[src/sv/mlfqc_pkg.sv]
// Package for the scheduler fixed-point calculation unit.
// Holds the 17.14 format constants, operation codes and the request/response
// structs shared by the top level and its serial multiply and divide units.
package mlfqc_pkg;

	localparam int FRAC_BITS   = 14;
	localparam int F_ONE       = 1 << FRAC_BITS;
	localparam int HALF_ONE    = F_ONE / 2;
	localparam int MAX_THREADS = 64;
	localparam int PRI_TOP     = 63;

	// Load average is held as a non-negative value up to (MAX_THREADS+1) in 17.14.
	localparam int LOAD_CAP = (MAX_THREADS + 1) * F_ONE;
	localparam int LOAD_W   = $clog2(LOAD_CAP + 1);
	localparam int LOAD_X100_MAX = (MAX_THREADS + 1) * 100;

	localparam int C59 = (59 * F_ONE) / 60;
	localparam int C1  = F_ONE / 60;
	localparam int PCT = 100;

	// Serial multiplier: 32-bit magnitude times a multiplier of up to FRAC_BITS bits.
	localparam int MUL_A_W   = 32;
	localparam int MUL_B_W   = FRAC_BITS;
	localparam int PROD_W    = MUL_A_W + MUL_B_W;
	localparam int PCT_STEPS = 7;

	// Divider: remainder and divisor never exceed 2*LOAD_CAP + F_ONE.
	localparam int DIV_W = LOAD_W + 1;

	// Width of the rounded magnitude of recent cpu times 100.
	localparam int RX_W = 24;

	localparam logic [1:0] FUNC_LOAD_AVG = 2'd0;
	localparam logic [1:0] FUNC_DECAY    = 2'd1;
	localparam logic [1:0] FUNC_PRIORITY = 2'd2;
	localparam logic [1:0] FUNC_TICK     = 2'd3;

	localparam logic [31:0] S32_MAX = 32'h7FFF_FFFF;
	localparam logic [31:0] S32_MIN = 32'h8000_0000;

	typedef struct packed {
		logic               start;
		logic               short_op;
		logic [MUL_A_W-1:0] a;
		logic [MUL_B_W-1:0] b;
	} mul_req_t;

	typedef struct packed {
		logic              done;
		logic [PROD_W-1:0] prod;
	} mul_rsp_t;

	typedef struct packed {
		logic             start;
		logic [DIV_W-1:0] num;
		logic [DIV_W-1:0] den;
	} div_req_t;

	typedef struct packed {
		logic                 done;
		logic [FRAC_BITS-1:0] quot;
	} div_rsp_t;

endpackage

[src/sv/mlfqc_serial_mul.sv]
// Bit-serial shift-and-add multiplier, one multiplier bit per cycle.
// Depends on mlfqc_pkg for widths and the request/response structs.
module mlfqc_serial_mul (
	input  logic               clk,
	input  logic               arst_n,
	input  mlfqc_pkg::mul_req_t req,
	output mlfqc_pkg::mul_rsp_t rsp
);
	import mlfqc_pkg::*;

	localparam int CNT_W = $clog2(MUL_B_W + 1);

	logic [MUL_A_W-1:0] a_q;
	logic [MUL_A_W-1:0] hi_q;
	logic [MUL_B_W-1:0] lo_q;
	logic [CNT_W-1:0]   cnt_q;
	logic               busy_q;
	logic               done_q;
	logic               short_q;
	logic [MUL_A_W:0]   sum;

	assign sum = {1'b0, hi_q} + (lo_q[0] ? {1'b0, a_q} : {(MUL_A_W + 1){1'b0}});

	always_ff @(posedge clk or negedge arst_n) begin
		if (!arst_n) begin
			busy_q <= 1'b0;
			done_q <= 1'b0;
			cnt_q  <= '0;
		end else begin
			done_q <= 1'b0;
			if (req.start) begin
				busy_q <= 1'b1;
				cnt_q  <= req.short_op ? CNT_W'(PCT_STEPS) : CNT_W'(MUL_B_W);
			end else if (busy_q) begin
				cnt_q <= cnt_q - CNT_W'(1);
				if (cnt_q == CNT_W'(1)) begin
					busy_q <= 1'b0;
					done_q <= 1'b1;
				end
			end
		end
	end

	always_ff @(posedge clk) begin
		if (req.start) begin
			a_q     <= req.a;
			hi_q    <= '0;
			lo_q    <= req.b;
			short_q <= req.short_op;
		end else if (busy_q) begin
			hi_q <= sum[MUL_A_W:1];
			lo_q <= {sum[0], lo_q[MUL_B_W-1:1]};
		end
	end

	// A short run leaves the product aligned PCT_STEPS places too far left in lo.
	assign rsp.done = done_q;
	assign rsp.prod = short_q ?
		{{(MUL_B_W - PCT_STEPS){1'b0}}, hi_q, lo_q[MUL_B_W-1 -: PCT_STEPS]} :
		{hi_q, lo_q};

endmodule

[src/sv/mlfqc_serial_div.sv]
// Restoring divider producing one quotient bit per cycle.
// Depends on mlfqc_pkg; the dividend is num followed by FRAC_BITS zero bits, num < den.
module mlfqc_serial_div (
	input  logic               clk,
	input  logic               arst_n,
	input  mlfqc_pkg::div_req_t req,
	output mlfqc_pkg::div_rsp_t rsp
);
	import mlfqc_pkg::*;

	localparam int CNT_W = $clog2(FRAC_BITS + 1);

	logic [DIV_W-1:0]     rem_q;
	logic [DIV_W-1:0]     den_q;
	logic [FRAC_BITS-1:0] quot_q;
	logic [CNT_W-1:0]     cnt_q;
	logic                 busy_q;
	logic                 done_q;
	logic [DIV_W:0]       shifted;
	logic [DIV_W+1:0]     diff;

	assign shifted = {rem_q, 1'b0};
	assign diff    = {1'b0, shifted} - {2'b00, den_q};

	always_ff @(posedge clk or negedge arst_n) begin
		if (!arst_n) begin
			busy_q <= 1'b0;
			done_q <= 1'b0;
			cnt_q  <= '0;
		end else begin
			done_q <= 1'b0;
			if (req.start) begin
				busy_q <= 1'b1;
				cnt_q  <= CNT_W'(FRAC_BITS);
			end else if (busy_q) begin
				cnt_q <= cnt_q - CNT_W'(1);
				if (cnt_q == CNT_W'(1)) begin
					busy_q <= 1'b0;
					done_q <= 1'b1;
				end
			end
		end
	end

	always_ff @(posedge clk) begin
		if (req.start) begin
			rem_q  <= req.num;
			den_q  <= req.den;
			quot_q <= '0;
		end else if (busy_q) begin
			if (!diff[DIV_W+1]) begin
				rem_q  <= diff[DIV_W-1:0];
				quot_q <= {quot_q[FRAC_BITS-2:0], 1'b1};
			end else begin
				rem_q  <= shifted[DIV_W-1:0];
				quot_q <= {quot_q[FRAC_BITS-2:0], 1'b0};
			end
		end
	end

	assign rsp.done = done_q;
	assign rsp.quot = quot_q;

endmodule

[src/sv/mlfq_scheduler_fixed_point_calc_unit.sv]
// Top level of the scheduler fixed-point calculation unit (17.14 format).
// Depends on mlfqc_pkg, mlfqc_serial_mul and mlfqc_serial_div.
//
// Usage: one input transaction (func, recent_cpu_in, nice_in, is_idle,
// ready_count) on in_valid/in_ready produces exactly one output transaction
// on out_valid/out_ready. The unit holds the system load average internally.
// Items are processed one at a time; in_ready is high only while the
// sequencer is idle. The result sits in an output register, so a new item
// is taken while an earlier result still waits for out_ready.
// Steps after acceptance, with the serial multiplier working one bit a cycle
// and the serial divider one quotient bit a cycle:
//   priority, tick and idle-thread decay items: setup, then recent cpu times 100;
//   load average update: setup, load times 59/60, load times 100, recent cpu times 100;
//   recent cpu decay: setup, divide, recent cpu times coefficient, recent cpu times 100.
// Reset clears the load average and its times-100 figure to zero and empties
// the output register. If the receiver stalls, the finished result waits in
// the sequencer until the output register is free; no result is dropped.
module mlfq_scheduler_fixed_point_calc_unit (
	input  logic               clk,
	input  logic               arst_n,
	input  logic               in_valid,
	output logic               in_ready,
	input  logic [1:0]         func,
	input  logic signed [31:0] recent_cpu_in,
	input  logic signed [5:0]  nice_in,
	input  logic               is_idle,
	input  logic [6:0]         ready_count,
	output logic               out_valid,
	input  logic               out_ready,
	output logic signed [31:0] recent_cpu_out,
	output logic [5:0]         priority_out,
	output logic [12:0]        load_avg_x100,
	output logic signed [31:0] recent_cpu_x100
);
	import mlfqc_pkg::*;

	typedef enum logic [8:0] {
		ST_IDLE  = 9'b000000001,
		ST_SETUP = 9'b000000010,
		ST_DIV   = 9'b000000100,
		ST_MRC   = 9'b000001000,
		ST_MLOAD = 9'b000010000,
		ST_MLX   = 9'b000100000,
		ST_RGO   = 9'b001000000,
		ST_MRX   = 9'b010000000,
		ST_FIN   = 9'b100000000
	} state_t;

	state_t state_q, state_d;

	mul_req_t mul_req;
	mul_rsp_t mul_rsp;
	div_req_t div_req;
	div_rsp_t div_rsp;

	logic [1:0]         func_q;
	logic [31:0]        rc_q;
	logic [31:0]        rc_mag_q;
	logic [5:0]         nice_q;
	logic               idle_q;
	logic [16:0]        c1r_q;
	logic [LOAD_W-1:0]  load_q;
	logic [12:0]        load_x100_q;
	logic [31:0]        rc_out_q;
	logic [5:0]         prio_q;
	logic [RX_W-1:0]    rnd_q;
	logic               out_valid_q;
	logic [31:0]        out_rc_q;
	logic [5:0]         out_prio_q;
	logic [12:0]        out_load_q;
	logic [31:0]        out_rcx_q;

	logic               accept;
	logic [7:0]         ready_eff;
	logic [16:0]        c1r_d;
	logic [31:0]        rc_mag_d;
	logic [7:0]         kint;
	logic [32:0]        kfix;
	logic [32:0]        pv;
	logic [5:0]         prio_calc;
	logic [32:0]        tick_sum;
	logic [31:0]        tick_out;
	logic [31:0]        decay_mag;
	logic [33:0]        nice_fix;
	logic [33:0]        decay_sum;
	logic [31:0]        decay_out;
	logic [LOAD_W:0]    load_sum;
	logic [LOAD_W-1:0]  load_d;
	logic [PROD_W-1:0]  rounded;
	logic [31:0]        rc_out_mag;
	logic [31:0]        rcx_out;
	logic               out_free;

	mlfqc_serial_mul u_mul (
		.clk    (clk),
		.arst_n (arst_n),
		.req    (mul_req),
		.rsp    (mul_rsp)
	);

	mlfqc_serial_div u_div (
		.clk    (clk),
		.arst_n (arst_n),
		.req    (div_req),
		.rsp    (div_rsp)
	);

	assign in_ready = (state_q == ST_IDLE);
	assign accept   = in_valid && in_ready;
	assign out_free = !out_valid_q || out_ready;

	// Values prepared while the transaction is taken.
	assign ready_eff = {1'b0, ready_count} + {7'b0, !is_idle};
	assign c1r_d     = {9'b0, ready_eff} * 17'(C1);
	assign rc_mag_d  = recent_cpu_in[31] ? (~recent_cpu_in + 32'd1) : recent_cpu_in;

	// Priority: rc/-4 truncates toward zero, so it is minus sign times |rc|/4.
	assign kint = 8'(PRI_TOP) - {nice_q[5], nice_q, 1'b0};
	assign kfix = {{(33 - 8 - FRAC_BITS){1'b0}}, kint, {FRAC_BITS{1'b0}}};
	assign pv   = rc_q[31] ? kfix + {3'b0, rc_mag_q[31:2]} : kfix - {3'b0, rc_mag_q[31:2]};

	always_comb begin
		if (pv[32]) begin
			prio_calc = '0;
		end else if (pv[31:FRAC_BITS] > (32 - FRAC_BITS)'(PRI_TOP)) begin
			prio_calc = 6'(PRI_TOP);
		end else begin
			prio_calc = pv[FRAC_BITS+5:FRAC_BITS];
		end
	end

	assign tick_sum = {rc_q[31], rc_q} + 33'(F_ONE);
	assign tick_out = (!tick_sum[32] && tick_sum[31]) ? S32_MAX : tick_sum[31:0];

	// Decay: product magnitude is truncated, then the sign of rc is restored.
	assign decay_mag = mul_rsp.prod[FRAC_BITS+31:FRAC_BITS];
	assign nice_fix  = {{(34 - 6 - FRAC_BITS){nice_q[5]}}, nice_q, {FRAC_BITS{1'b0}}};
	assign decay_sum = rc_q[31] ? nice_fix - {2'b0, decay_mag} : nice_fix + {2'b0, decay_mag};

	always_comb begin
		if (decay_sum[33:31] == 3'b000 || decay_sum[33:31] == 3'b111) begin
			decay_out = decay_sum[31:0];
		end else if (decay_sum[33]) begin
			decay_out = S32_MIN;
		end else begin
			decay_out = S32_MAX;
		end
	end

	// The load average is never negative, so its product truncates by a shift.
	assign load_sum = {1'b0, mul_rsp.prod[FRAC_BITS+LOAD_W-1:FRAC_BITS]}
		+ (LOAD_W + 1)'(c1r_q);
	assign load_d   = (load_sum > (LOAD_W + 1)'(LOAD_CAP)) ? LOAD_W'(LOAD_CAP)
		: load_sum[LOAD_W-1:0];

	assign rounded    = mul_rsp.prod + PROD_W'(HALF_ONE);
	assign rc_out_mag = rc_out_q[31] ? (~rc_out_q + 32'd1) : rc_out_q;
	assign rcx_out    = rc_out_q[31] ? (~{{(32 - RX_W){1'b0}}, rnd_q} + 32'd1)
		: {{(32 - RX_W){1'b0}}, rnd_q};

	always_comb begin
		state_d = state_q;
		mul_req = '0;
		div_req = '0;
		case (state_q)
			ST_IDLE: begin
				if (accept) begin
					state_d = ST_SETUP;
				end
			end
			ST_SETUP: begin
				case (func_q)
					FUNC_LOAD_AVG: begin
						mul_req.start = 1'b1;
						mul_req.a     = MUL_A_W'(load_q);
						mul_req.b     = MUL_B_W'(C59);
						state_d       = ST_MLOAD;
					end
					FUNC_DECAY: begin
						if (idle_q) begin
							state_d = ST_RGO;
						end else begin
							div_req.start = 1'b1;
							div_req.num   = {load_q, 1'b0};
							div_req.den   = {load_q, 1'b0} + DIV_W'(F_ONE);
							state_d       = ST_DIV;
						end
					end
					default: begin
						state_d = ST_RGO;
					end
				endcase
			end
			ST_DIV: begin
				if (div_rsp.done) begin
					mul_req.start = 1'b1;
					mul_req.a     = rc_mag_q;
					mul_req.b     = div_rsp.quot;
					state_d       = ST_MRC;
				end
			end
			ST_MRC: begin
				if (mul_rsp.done) begin
					state_d = ST_RGO;
				end
			end
			ST_MLOAD: begin
				if (mul_rsp.done) begin
					mul_req.start    = 1'b1;
					mul_req.short_op = 1'b1;
					mul_req.a        = MUL_A_W'(load_d);
					mul_req.b        = MUL_B_W'(PCT);
					state_d          = ST_MLX;
				end
			end
			ST_MLX: begin
				if (mul_rsp.done) begin
					state_d = ST_RGO;
				end
			end
			ST_RGO: begin
				mul_req.start    = 1'b1;
				mul_req.short_op = 1'b1;
				mul_req.a        = rc_out_mag;
				mul_req.b        = MUL_B_W'(PCT);
				state_d          = ST_MRX;
			end
			ST_MRX: begin
				if (mul_rsp.done) begin
					state_d = ST_FIN;
				end
			end
			ST_FIN: begin
				if (out_free) begin
					state_d = ST_IDLE;
				end
			end
			default: begin
				state_d = ST_IDLE;
			end
		endcase
	end

	always_ff @(posedge clk or negedge arst_n) begin
		if (!arst_n) begin
			state_q     <= ST_IDLE;
			out_valid_q <= 1'b0;
			load_q      <= '0;
			load_x100_q <= '0;
		end else begin
			state_q <= state_d;
			if (state_q == ST_MLOAD && mul_rsp.done) begin
				load_q <= load_d;
			end
			if (state_q == ST_MLX && mul_rsp.done) begin
				load_x100_q <= rounded[FRAC_BITS+12:FRAC_BITS];
			end
			if (state_q == ST_FIN && out_free) begin
				out_valid_q <= 1'b1;
			end else if (out_ready) begin
				out_valid_q <= 1'b0;
			end
		end
	end

	always_ff @(posedge clk) begin
		if (accept) begin
			func_q   <= func;
			rc_q     <= recent_cpu_in;
			rc_mag_q <= rc_mag_d;
			nice_q   <= nice_in;
			idle_q   <= is_idle;
			c1r_q    <= c1r_d;
		end
		if (state_q == ST_SETUP) begin
			if (!idle_q && func_q == FUNC_PRIORITY) begin
				prio_q <= prio_calc;
			end else begin
				prio_q <= '0;
			end
			if (!idle_q && func_q == FUNC_TICK) begin
				rc_out_q <= tick_out;
			end else begin
				rc_out_q <= rc_q;
			end
		end
		if (state_q == ST_MRC && mul_rsp.done) begin
			rc_out_q <= decay_out;
		end
		if (state_q == ST_MRX && mul_rsp.done) begin
			rnd_q <= rounded[FRAC_BITS+RX_W-1:FRAC_BITS];
		end
		if (state_q == ST_FIN && out_free) begin
			out_rc_q   <= rc_out_q;
			out_prio_q <= prio_q;
			out_load_q <= load_x100_q;
			out_rcx_q  <= rcx_out;
		end
	end

	assign out_valid       = out_valid_q;
	assign recent_cpu_out  = out_rc_q;
	assign priority_out    = out_prio_q;
	assign load_avg_x100   = out_load_q;
	assign recent_cpu_x100 = out_rcx_q;

endmodule

[config.mk]
export PLATFORM = sky130hd
export DESIGN_NAME = mlfq_scheduler_fixed_point_calc_unit
export DESIGN_NICKNAME = d
export VERILOG_FILES = /design/src/sv/mlfqc_pkg.sv /design/src/sv/mlfqc_serial_mul.sv /design/src/sv/mlfqc_serial_div.sv /design/src/sv/mlfq_scheduler_fixed_point_calc_unit.sv
export SDC_FILE = /design/constraint.sdc
export NUM_CORES = 1
export LEC_CHECK = 0
export BUFFER_PORTS_ARGS = -buffer_cell sky130_fd_sc_hd__buf_4
export CORE_MARGIN = 8
export CORE_UTILIZATION = 39
export DETAILED_ROUTE_END_ITERATION = 16
export PLACE_DENSITY = 0.55
export SYNTH_ARGS = -nofsm -noshare
export SYNTH_HDL_FRONTEND = slang
export SYNTH_SLANG_ARGS = --single-unit
[constraint.sdc]
create_clock -name clk -period 10 [get_ports clk]
set_input_delay 2 -clock clk [delete_from_list [all_inputs] [get_ports clk]]
set_output_delay 2 -clock clk [all_outputs]
set_load 0.02 [all_outputs]
# [After elaboration in Yosys (flattened, before gate mapping)]
# Index checks and enable logic that the tools add are counted.
[word_totals] inputBits=52 ff_bits=428 output_inout_bits=85 ramBits=0 latch_bits=0 mem_bits_ro=0 wordCells=164 memories=0
[classes] bitwise=6 eq_ne=21 n_shift=0 n_lt_le_gt_ge=2 div_mod_pow=0 mul=1 n_addsub=17 muxes=60 n_reduce_logical=25
[op_table] operator="32-bit two-way mux" n=8
[op_table] operator="46-bit case mux with 4 select lines" n=1
[op_table] operator="45-bit two-way mux" n=3
[op_table] operator="32-bit by 1-bit adder with 32-bit output, second input constant" n=3
[op_table] operator="46-bit two-way mux" n=2
[op_table] operator="9-bit case mux with 8 select lines" n=1
[op_table] operator="22-bit two-way mux" n=3
[op_table] operator="32-bit inverter" n=2
[op_table] operator="9-bit two-way mux" n=6
[op_table] operator="48-bit two-way mux" n=1
[op_table] operator="38-bit by 14-bit adder with 38-bit output, second input constant" n=1
[op_table] operator="35-bit two-way mux" n=1
[op_table] operator="20-bit by 33-bit adder with 34-bit output" n=1
[op_table] operator="34-bit two-way mux" n=1
[op_table] operator="20-bit by 33-bit subtractor with 34-bit output" n=1
[op_table] operator="32-bit by 16-bit adder with 33-bit output, second input constant" n=1
[op_table] operator="32-bit by 33-bit adder with 33-bit output" n=1
[op_table] operator="33-bit two-way mux" n=1
[op_table] operator="24-bit inverter with 32-bit output" n=1
[op_table] operator="22-bit by 30-bit adder with 31-bit output" n=1
[op_table] operator="31-bit two-way mux" n=1
[op_table] operator="22-bit by 30-bit subtractor with 31-bit output" n=1
[op_table] operator="14-bit two-way mux" n=2
[op_table] operator="24-bit two-way mux" n=1
[op_table] operator="42 further kinds" n=87

# [Longest topological paths before layout]
[depth] word_depth=8 depth_mapped=20 mapped_depth_nobuf=17

# [By module]
# From an unflattened synthesis, not the netlist that was laid out.
[hier_totals] cells_unflattened=2784 hier_area_um2=27672.8
[by_module_without_submodules] mod="mlfq_scheduler_fixed_point_calc_unit" cells_per_inst=1837 seq_area_each_um2=8129.0 instances=1 area_per_inst_um2=18251.3
[by_module_without_submodules] mod="mlfqc_serial_mul" cells_per_inst=553 seq_area_each_um2=2202.1 instances=1 area_per_inst_um2=5504.0
[by_module_without_submodules] mod="mlfqc_serial_div" cells_per_inst=394 seq_area_each_um2=1751.7 instances=1 area_per_inst_um2=3917.5

# [Least setup slack after synthesis]
# OpenSTA, ideal clock, no wires.
[synth_path] path_kind="input to register" start="input out_ready" end="register out_load_q[0] (netlist: load_avg_x100[0]), enable pin" t_required_ps=9448 arrival_time_ps=6065 path_slack_ps=3383 cell_stages=2 n_path_buf=0 cell_sequence="inv_1 -> a21oi_1"
[synth_via] elab_chain_cells=2
[synth_lines] element="start, declared" line_no="mlfq_scheduler_fixed_point_calc_unit.sv:29" source="input logic out_ready,"
[synth_lines] element="1-bit logical OR" line_no="mlfq_scheduler_fixed_point_calc_unit.sv:110" source="assign out_free = !out_valid_q || out_ready;"
[synth_lines] element="1-bit logical AND" line_no="mlfq_scheduler_fixed_point_calc_unit.sv:293" source="if (state_q == ST_FIN && out_free) begin"
[synth_lines] element="end signal, assigned" line_no="mlfq_scheduler_fixed_point_calc_unit.sv:296" source="out_load_q <= load_x100_q;"
[synth_lines] element="end, declared" line_no="mlfq_scheduler_fixed_point_calc_unit.sv:70" source="logic [12:0] out_load_q;"
# No other way between the ends.
# A chain may end at the register's enable or synchronous reset.

==> flow_summary_export.csv <==
group,metric,value,unit
power,p_leak,0.01197,uW
synth,synth-seq-area-share,45.19,%
cts,cts_root_buffer,"clkbuf_16",
synth,synth_top_family_by_area,"simple AND/OR/NAND/NOR gates",
routing,drt-initial-drc-count,1738,
synth,synth_xor_area_share,7.868,%
routing,finalWirelength,77940,um
global_routing,grt_max_degree,73,
synth,synth_flop_cell,"edfxtp_1",
cts,cts_resized,0,
global_routing,grt_overflow,0,
synth,ys_ff_latch,425,
timing,period_share,51.80,%
floorplan,start_util,39.47,%
cts,cts_tree,"built",
routing,drt_pass1_iterations,7,
worst_setup_path,cp_data_arrival_time,5.58,ns
floorplan,die-area,76830,um^2
timing,period_needed,5.180,ns
floorplan,rows,95,
cells_and_area,antenna_cells,0,
synth,synth-simple-area-share,15.81,%
timing,fmax,193.1,MHz
timing,rsz0062_at_grt,"false",
cts,cts_buffers,49,
cts,clk_pin_slew_worst_paths,0.06,ns
cts,postCtsHoldBufs,0,
cells_and_area,final_util,44.57,%
routing,vias,20530,
cts,clkSinkCount,425,
synth,synth_fa_ha_area_share,7.657,%
synth,synth.area.top_cells,"edfxtp_1 (36%), ha_1 (7.1%), xnor2_1 (5.5%)",
timing,setup-violations-final,0,
cts,htree_levels,2,
cells_and_area,layout-drive-gt1-share,11.85,%
place,io_buffers,136,
floorplan,fp.coreArea,67400,um^2
global_routing,grtUsageTotal,19.55,%
synth,synth_top_cell_area_share,36.46,%
global_routing,antenna_found_initial,0,
routing,drc,0,
floorplan,ios,137,
cells_and_area,area_delta_synth_final,12.91,%
cts,ctsLongestPathBuffers,3,
cts,postCtsSetupBuffers,0,
global_routing,grt_pass1_wl,119400,um
routing,wl_per_cell,21.35,um
cells_and_area,layout_common_cells,"edfxtp_1 (323), nor2_1 (231), nand2_1 (227)",
synth,synthesis.area,26600,um^2
worst_setup_path,endpoint_kind,"flop",
timing,final_max_slew_viol_count,0,
timing,finalClockSkew,0.03350,ns
timing,tightest_slew,1.220,ns
timing,slew_headroom,18.63,%
flow_run,cap_viol_max_count,0,
floorplan,die_w,277.2,um
min_path,hp-class,"reg -> reg",
place,hpwl,59640,um
synth,synthMuxAreaShare,4.120,%
synth,synth_top_area_cell,"edfxtp_1",
worst_setup_path,critPathLaunchType,"flop",
worst_setup_path,cp_data_required_time,10.40,ns
place,gp_congestion,0.9395,
cells_and_area,fin_nets,2949,
run_status,status,"finished, final reports clean",
synth,syn_nets,2851,
floorplan,die_y,277.2,um
synth,ys.warnings.count,0,
routing,vias_per_cell,5.625,
cells_and_area,layout_commonest_cell,"edfxtp_1",
timing,finalSetupTns,0,ns
cts,clk_latency,0.62,ns
synth,yosysUniqueCellTypes,101,
power,powerDensity,274.1,nW/um^2
worst_setup_path,critPathMaxFanout,47,
power,vdd_drop_max,0.1440,mV
synth,async_flop_share,13.18,%
synth,avgSynthCellArea,10.07,um^2
synth,synth_edf_count,323,
timing,hold_viol,0,
routing,ant_nets,0,
synth,synth_compound_area_share,15.39,%
synth,netlist_instances,2641,
global_routing,grt_pass1_vias,19870,
worst_setup_path,criticalPathCategory,"reg -> reg",
report_power, final:
part / switching (uW) / internal, uW
logic: 2270 / 1380
registers: 369 / 2370
clock network: 773 / 1070
kinds of logic after synthesis:
| kind of cell | count (synthesis) |
|---|---|
| compound gates | 618 |
| buf+inv | 246 |
| mux | 106 |
| flops | 425 |
| xor+xnor | 239 |
| simple gates | 849 |
| fa+ha+maj | 158 |
Yosys cell counts (all sizes together) (23+ instances only):
cell and instances:
inv 130, ha 150, edfxtp 323, nand3 66, dfxtp 46, and2 55
and3 23, o31ai 36, nand2b 30, xnor2 168, o21ai 131, xor2 71
nor3 48, mux2i 88, nor2 233, a21o 49, a21oi 186, nand2 227
buf 26, dfrtp 55, or3 27, clkbuf 87, nor4 32
layer usage:
layer | global-route usage, % | up-vias | share of wire (%)
li1 | - | 9835 | -
met1 | 28.68 | 9954 | 48
met2 | 29.56 | 640 | 43
met3 | 3.032 | 101 | 6.1
met4 | 5.523 | 0 | 2.5
met5 | 0 | - | 0
flip-flops by register name, summed over array words and instances (netlist names), 4 cells and up:
register / flops
load_x100_q: 13
u_mul.cnt_q: 4
rnd_q: 24
recent_cpu_out: 32
load_avg_x100: 13
priority_out: 6
rc_mag_q: 31
prio_q: 6
recent_cpu_x100: 32
rc_out_q: 32
load_q: 21
nice_q: 6
u_div.quot_q: 14
state_q: 9
u_div.cnt_q: 4
u_div.den_q: 21
u_mul.hi_q: 32
u_mul.a_q: 32
c1r_q: 17
u_mul.lo_q: 14
rc_q: 32
u_div.rem_q: 21
cell type report:
| cell class | count | area, um^2 |
|---|---|---|
| fill | 6430 | 37360 |
| multi-input combinational | 1970 | 13570 |
| sequential | 425 | 12020 |
| clock buffer | 58 | 1303 |
| timing repair buffer | 161 | 1209 |
| tap | 873 | 1092 |
| inverter | 132 | 496.7 |
| clock inverter | 31 | 342.8 |
path summary, 6_finish.rpt:
path	start	to	slack (ns)	cells past startpoint
hold / removal	prio_q[2]	priority_out[2]	0.42	0
setup / recovery	u_mul.short_q	u_mul.a_q[17]	4.82	14
setup reg to reg	u_mul.short_q	u_mul.a_q[17]	4.82	14
hold reg to reg	prio_q[2]	priority_out[2]	0.42	0
max in group asynchronous	arst_n	load_q[13]	7.93	1
min in group asynchronous	arst_n	load_x100_q[11]	1.46	1
critical path, cell delays in order (launching register included):
cell      delay [ns]
edfxtp_1        0.32
buf_4           0.53
mux2i_1         0.48
inv_1           0.21
fa_1            0.50
a211oi_2        0.29
o21ai_1         0.14
a31oi_2         0.33
a211oi_1        0.12
o31a_1          0.32
or4_1           0.48
a211o_1         0.29
a21o_1          0.17
and2_1          0.43
o31ai_1         0.36
metrics by stage:
| step | instance area (um^2) | setup slack [ns] | hold WS [ns] | total power, uW | std cells |
|---|---|---|---|---|---|
| 2_1_floorplan | 26600 | 3.383 | 0.4003 | 5323 | 2641 |
| 3_3_place_gp | 28390 | 4.384 | 0.4063 | 6330 | 3561 |
| 3_5_place_dp | 28390 | 4.338 | 0.4071 | 6361 | 3561 |
| 4_1_cts | 30040 | 4.838 | 0.4201 | 8250 | 3650 |
| 5_1_grt | 30040 | 4.525 | 0.4324 | 8750 | 3650 |
| 6_report | 30040 | 4.820 | 0.4190 | 8234 | 3650 |
(Power assumes the default switching activity.)
